File: config.mk
export PLATFORM = sky130hd
export DESIGN_NAME = double_ended_queue
export DESIGN_NICKNAME = d
export VERILOG_FILES = /design/src/dq_pkg.sv /design/src/double_ended_queue.sv
export SDC_FILE = /design/constraint.sdc
export NUM_CORES = 1
export LEC_CHECK = 0
export ABC_CLOCK_PERIOD_IN_PS = 10300
export BUFFER_PORTS_ARGS = -buffer_cell sky130_fd_sc_hd__buf_2
export CAP_MARGIN = 20
export CORE_MARGIN = 2
export CORE_UTILIZATION = 40
export DETAILED_ROUTE_END_ITERATION = 8
export GPL_ROUTABILITY_DRIVEN = 0
export GPL_TIMING_DRIVEN = 0
export SYNTH_ARGS = -nofsm -noshare
export SYNTH_HDL_FRONTEND = slang
export SYNTH_SLANG_ARGS = --single-unit
File: constraint.sdc
create_clock -name clock -period 10.3 [get_ports clock]
set_input_delay 0.515 -clock clock [delete_from_list [all_inputs] [get_ports clock]]
set_output_delay 0.515 -clock clock [all_outputs]
set_load 0.02 [all_outputs]
File: src/dq_pkg.sv
`timescale 1ns / 1ps
// ----------------------------------------------------------------------------
// dq_pkg
// Shared types for the double-ended queue: operation codes, status codes
// and controller states.
// ----------------------------------------------------------------------------
package dq_pkg;

   // operation requested by one request
   typedef enum logic [2:0] {
      MODE_PUSH_FRONT = 3'd0,
      MODE_PUSH_BACK  = 3'd1,
      MODE_POP_FRONT  = 3'd2,
      MODE_POP_BACK   = 3'd3,
      MODE_CLEAR      = 3'd4
   } mode_type;

   // outcome reported with each result
   typedef enum logic [1:0] {
      ST_DONE  = 2'd0,
      ST_FULL  = 2'd1,
      ST_EMPTY = 2'd2
   } status_type;

   // controller states
   typedef enum logic [1:0] {
      S_IDLE = 2'd0,
      S_READ = 2'd1,
      S_RESP = 2'd2
   } state_type;

   localparam int COUNT_W = 5;
   localparam int WORD_W  = 32;

endpackage

File: src/double_ended_queue.sv
`timescale 1ns / 1ps
// ----------------------------------------------------------------------------
// double_ended_queue
// Bounded deque of signed 32-bit words held in a ring memory.
// ----------------------------------------------------------------------------
// Each request pushes at the front or back, pops from the front or back, or
// clears the store, and returns one result carrying the front and back words,
// the entry count, an empty flag and a status. The pointers and count update
// and any push is written to the ring memory at the edge the request is
// taken; the next cycle reads the new front and back slots through the
// memory's two read ports, and the result is presented the cycle after that.
// A new request is taken in the cycle its predecessor's result is accepted, and
// not before, so requests never overlap. The registered read of the ring memory
// lies between the pointer update and the result. Full pushes and empty pops
// change nothing and are flagged; front and back read zero when the store is
// empty. No clearing pass is needed after reset: only slots holding stored words
// are ever shown.
// ----------------------------------------------------------------------------
module double_ended_queue
   import dq_pkg::*;
#(
   parameter int DEPTH = 16
) (
   input  logic                     clock,
   input  logic                     reset,
   input  logic                     req_valid,
   output logic                     req_stall,
   input  logic [2:0]               req_mode,
   input  logic signed [WORD_W-1:0] req_value,
   output logic                     rsp_valid,
   input  logic                     rsp_stall,
   output logic signed [WORD_W-1:0] rsp_front_value,
   output logic signed [WORD_W-1:0] rsp_back_value,
   output logic [COUNT_W-1:0]       rsp_entry_count,
   output logic                     rsp_is_empty,
   output logic [1:0]               rsp_status
);

   localparam int PTR_W = (DEPTH > 1) ? $clog2(DEPTH) : 1;
   localparam int CNT_W = $clog2(DEPTH + 1);
   localparam logic [PTR_W-1:0] LAST_IDX  = PTR_W'(DEPTH - 1);
   localparam logic [CNT_W-1:0] DEPTH_CNT = CNT_W'(DEPTH);

   state_type state_ff, state_in;

   logic [PTR_W-1:0] head_ff, head_in;
   logic [PTR_W-1:0] tail_ff, tail_in;
   logic [CNT_W-1:0] occ_ff, occ_in;
   status_type       status_ff, status_in;

   logic [WORD_W-1:0] slots_mem [DEPTH];
   logic [WORD_W-1:0] rd_front_ff;
   logic [WORD_W-1:0] rd_back_ff;

   logic             req_accept;
   logic             mem_we;
   logic             mem_re;
   logic [PTR_W-1:0] wr_addr;
   logic [PTR_W-1:0] head_next;
   logic [PTR_W-1:0] head_prev;
   logic [PTR_W-1:0] tail_next;
   logic [PTR_W-1:0] tail_prev;
   logic             is_full;
   logic             is_empty;
   logic [CNT_W+COUNT_W-1:0] count_wide;

   assign req_accept = req_valid & ~req_stall;

   // ring neighbours of both pointers
   assign head_next = (head_ff == LAST_IDX) ? '0 : head_ff + 1'b1;
   assign head_prev = (head_ff == '0) ? LAST_IDX : head_ff - 1'b1;
   assign tail_next = (tail_ff == LAST_IDX) ? '0 : tail_ff + 1'b1;
   assign tail_prev = (tail_ff == '0) ? LAST_IDX : tail_ff - 1'b1;
   assign is_full   = (occ_ff == DEPTH_CNT);
   assign is_empty  = (occ_ff == '0);

   // pointer, count and status update for an accepted request
   always_comb begin
      head_in   = head_ff;
      tail_in   = tail_ff;
      occ_in    = occ_ff;
      status_in = status_ff;
      mem_we    = 1'b0;
      wr_addr   = tail_ff;
      if (req_accept) begin
         status_in = ST_DONE;
         case (mode_type'(req_mode))
            MODE_PUSH_FRONT: begin
               if (is_full) begin
                  status_in = ST_FULL;
               end else begin
                  head_in = head_prev;
                  wr_addr = head_prev;
                  mem_we  = 1'b1;
                  occ_in  = occ_ff + 1'b1;
               end
            end
            MODE_PUSH_BACK: begin
               if (is_full) begin
                  status_in = ST_FULL;
               end else begin
                  tail_in = tail_next;
                  wr_addr = tail_ff;
                  mem_we  = 1'b1;
                  occ_in  = occ_ff + 1'b1;
               end
            end
            MODE_POP_FRONT: begin
               if (is_empty) begin
                  status_in = ST_EMPTY;
               end else begin
                  head_in = head_next;
                  occ_in  = occ_ff - 1'b1;
               end
            end
            MODE_POP_BACK: begin
               if (is_empty) begin
                  status_in = ST_EMPTY;
               end else begin
                  tail_in = tail_prev;
                  occ_in  = occ_ff - 1'b1;
               end
            end
            MODE_CLEAR: begin
               head_in = '0;
               tail_in = '0;
               occ_in  = '0;
            end
            default: begin
            end
         endcase
      end
   end

   // controller next state
   always_comb begin
      state_in = state_ff;
      case (state_ff)
         S_IDLE: begin
            if (req_accept) state_in = S_READ;
         end
         S_READ: begin
            state_in = S_RESP;
         end
         S_RESP: begin
            if (!rsp_stall) state_in = req_accept ? S_READ : S_IDLE;
         end
         default: begin
            state_in = S_IDLE;
         end
      endcase
   end

   // controller outputs
   always_comb begin
      req_stall = 1'b1;
      rsp_valid = 1'b0;
      mem_re    = 1'b0;
      case (state_ff)
         S_IDLE: begin
            req_stall = 1'b0;
         end
         S_READ: begin
            mem_re = 1'b1;
         end
         S_RESP: begin
            rsp_valid = 1'b1;
            req_stall = rsp_stall;
         end
         default: begin
         end
      endcase
   end

   // control registers
   always_ff @(posedge clock) begin
      if (reset) begin
         state_ff  <= S_IDLE;
         head_ff   <= '0;
         tail_ff   <= '0;
         occ_ff    <= '0;
         status_ff <= ST_DONE;
      end else begin
         state_ff  <= state_in;
         head_ff   <= head_in;
         tail_ff   <= tail_in;
         occ_ff    <= occ_in;
         status_ff <= status_in;
      end
   end

   // ring memory: one write port, two registered read ports
   always_ff @(posedge clock) begin
      if (mem_we) slots_mem[wr_addr] <= req_value;
      if (mem_re) begin
         rd_front_ff <= slots_mem[head_ff];
         rd_back_ff  <= slots_mem[tail_prev];
      end
   end

   // result fields
   assign count_wide      = {{COUNT_W{1'b0}}, occ_ff};
   assign rsp_entry_count = count_wide[COUNT_W-1:0];
   assign rsp_is_empty    = is_empty;
   assign rsp_front_value = is_empty ? '0 : rd_front_ff;
   assign rsp_back_value  = is_empty ? '0 : rd_back_ff;
   assign rsp_status      = status_ff;

endmodule
==> impl_metrics.tcl <==
set metrics [dict create \
    outcome "finished clean" \
    dp_slack_ns 5.95 \
    use_met2_pct 35.6 \
    fin_ws_ns 5.90 \
    grt_pass1_vias 15600 \
    end_kind "flop" \
    tns_ns 0 \
    synth_top_family_by_area "multiplexers" \
    crit_fanout 18 \
    dpl.hpwl_mm 52.0 \
    drv_slew 0 \
    skew_ns 0.0143 \
    fin_crit_sh_pct 42.8 \
    synthXorXnorAreaFrac_pct 0.261 \
    synth_simple_gate_area_share_pct 3.87 \
    drive_above_1_share_pct 37.8 \
    setup_violations 0 \
    ant_nets 0 \
    drt_iter0_markers 1793 \
    holdBufCountCts 0 \
    critPathKind "reg2reg" \
    htree_levels 3 \
    cts_buffers 67 \
    portBuffers 110 \
    dr_total_vias 15200 \
    gr-usage-met1_pct 29.6 \
    synth-seq-area-share_pct 65.6 \
    critical_path_required_ns 10.61 \
    whs_ns 0.286 \
    ys_warn_count 0 \
    fill_cells 5667 \
    syn_inst 1332 \
    drc 0 \
    ir_worst_vdd_v 0.000104 \
    rows 95 \
    ys_types 65 \
    clk_pin_slew_worst_paths_ns 0.06 \
    final_nets 1605 \
    cts_tree "built" \
    grt_start_max_net_pins 30 \
    power.density_mw_per_mm2 175 \
    grt_pass1_wl_mm 109 \
    p_comb_share_pct 9.5 \
    seqPwrFrac_pct 49.0 \
    period_minus_slack_ns 4.40 \
    dieArea_mm2 0.0693 \
    antenna_cells 0 \
    wl_per_cell_um 30.8 \
    clock_sinks 593 \
    grtUsageTotal_pct 22.0 \
    relSlewSlack_pct 22.3 \
    drv_cap 0 \
    hold_viol 0 \
    synth_edf_count 576 \
    insertion_delay_ns 0.60 \
    synthArstFlopShare_pct 0 \
    syn2layout_area_growth_pct 16.8 \
    cp.arrival_ns 4.71 \
    clockRootBuffer "clkbuf_16" \
    ys_ff_latch 593 \
    top_level_ports 113 \
    busiest_layer "met2" \
    switchingPower_w 0.00129 \
    dieWidth_um 263 \
    p_clk_share_pct 41.5 \
    synth.area.mux_share_pct 24.6 \
    die_height_um 263 \
    synthFlopType "edfxtp_1" \
    synthAdderAreaFrac_pct 0.447 \
    coreArea_mm2 0.0668 \
    leakage_nw 9.82 \
    hold_path.class "in2reg" \
    antenna_found_initial 4 \
    drt-pass1-iter-count 7 \
    postSynthAreaPerCell_um2 20.2 \
    worst_pin_slew_ns 1.16 \
    cts_resized 0 \
    grtUsageMet3_pct 5.48 \
    synth_fp_nets 1380 \
    fmax_mhz 227 \
    fin_total_pwr_w 0.00550 \
    cts_buffer_depth 3 \
    detail_route.vias_per_cell 6.14 \
    grt.overflow.total 0 \
    startpoint_type "flop" \
    rsz0062_at_grt "false" \
    start_util_pct 40.2 \
    synth_compound_area_share_pct 3.36 \
    drt-total-wl_mm 76.2 \
    swShare_pct 23.4 \
    netlist_area_mm2 0.0269 \
    postCtsSetupRepairBufs 0 \
    p_int_w 0.00421 \
]
sequential cells by signal, indices dropped and copies added, names as in the netlist:
name / count
rd_front_ff: 32
rd_back_ff: 32
rsp_status: 2
tail_ff: 4
state_ff: 2
head_ff: 4
slots_mem: 512
rsp_entry_count: 5
power groups by stage:
| stage | registers [W] | clock network (W) | logic (W) |
|---|---|---|---|
| 3_5_place_dp | 0.00275 | 0 | 0.000526 |
| 2_1_floorplan | 0.00275 | 0 | 0.000310 |
| 3_3_place_gp | 0.00275 | 0 | 0.000507 |
| 5_1_grt | 0.00270 | 0.00242 | 0.000556 |
| 4_1_cts | 0.00270 | 0.00233 | 0.000529 |
| 6_report | 0.00270 | 0.00228 | 0.000521 |
critical path: stages, from the launching register on:
cell and delay (ns):
dfxtp_1 0.33, clkbuf_1 0.50, buf_2 0.46, inv_1 0.14
ha_1 0.27, o311a_1 0.45, mux2i_2 0.49, nand3_1 0.38
nor2_4 0.83, buf_16 0.24
logic make-up (layout without fill, tap and decap cells):
logic type / Yosys count / count (layout)
xor gates and xnor gates: 8 / 8
and+or+nand+nor: 192 / 192
DFF: 593 / 593
buffers and inverters: 106 / 378
adders and majority gates: 9 / 9
muxes: 300 / 300
AOI/OAI and AO/OA: 124 / 124
metrics by stage:
stage | instances | instance area [µm²] | utilization (%)
4_1_cts | 2477 | 31400 | 47.0
2_1_floorplan | 1332 | 26900 | -
3_3_place_gp | 2315 | 28500 | 42.7
6_report | 2477 | 31400 | 47.0
3_5_place_dp | 2361 | 29300 | 43.9
5_1_grt | 2477 | 31400 | 47.0
cell usage after synthesis (2+ instances only):
cell type | n | area share [%]
o21ai_1 | 2 | 0.037
a31oi_1 | 3 | 0.070
o21a_1 | 2 | 0.056
a21oi_1 | 19 | 0.35
xnor2_1 | 4 | 0.13
a22oi_1 | 67 | 1.9
a211oi_1 | 5 | 0.14
mux2i_2 | 2 | 0.10
nand3_1 | 5 | 0.093
edfxtp_1 | 576 | 64
nor2_1 | 25 | 0.35
inv_1 | 10 | 0.14
o21ai_0 | 6 | 0.11
dfxtp_1 | 17 | 1.3
and3_1 | 2 | 0.047
nand2_1 | 51 | 0.71
and2_1 | 4 | 0.093
mux2_2 | 3 | 0.13
clkbuf_1 | 51 | 0.71
nor3_1 | 11 | 0.20
ha_1 | 8 | 0.37
buf_4 | 13 | 0.36
xor2_1 | 4 | 0.13
nor2b_1 | 69 | 1.6
buf_2 | 25 | 0.47
nor3_2 | 5 | 0.19
a21oi_2 | 2 | 0.065
nand2b_1 | 7 | 0.16
mux4_2 | 287 | 24
mux2i_1 | 6 | 0.22
buf_1 | 6 | 0.084
a21o_1 | 2 | 0.056
cell usage in the layout, fill, tap and decap left out, drive strengths merged, types with 9 or more instances in the layout:
cell type | synthesis | final
nor3 | 16 | 16
clkinv | 0 | 24
edfxtp | 576 | 576
mux2i | 9 | 9
a22oi | 67 | 67
a21oi | 21 | 21
inv | 10 | 14
nand2 | 51 | 51
buf | 45 | 201
dfxtp | 17 | 17
mux4 | 287 | 287
nor2b | 70 | 70
nor2 | 26 | 26
clkbuf | 51 | 134
metal layers:
layer | vias to the layer above | part of all wire, % | routed length (µm)
met3 | 117 | 8.8 | 6700
met2 | 854 | 49 | 37100
met5 | - | 0.030 | 23
met1 | 8078 | 40 | 30500
met4 | 4 | 2.5 | 1870
li1 | 6158 | - | -
worst paths after layout:
path	start	to	slack [ns]	cells past startpoint
hold reg to reg	rsp_status[1]$_SDFFE_PP0N_	rsp_status[1]$_SDFFE_PP0N_	0.45	2
setup / recovery	head_ff[1]$_SDFFE_PP0P_	slots_mem[0][19]$_DFFE_PP_	5.90	9
hold / removal	req_value[10]	slots_mem[12][10]$_DFFE_PP_	0.29	1
setup reg to reg	head_ff[1]$_SDFFE_PP0P_	slots_mem[0][19]$_DFFE_PP_	5.90	9
area by class of cell:
class	count	area [µm²]	area share [%]
buffer	96	448	1.43
clock buffer	83	1780	5.67
clock inverter	33	290	0.924
inverter	10	37.5	0.120
multi-input combinational	633	8850	28.2
sequential	593	17600	56.2
tap	873	1090	3.48
timing repair buffer	156	1260	4.03
Power figures use the tool's default switching activity.
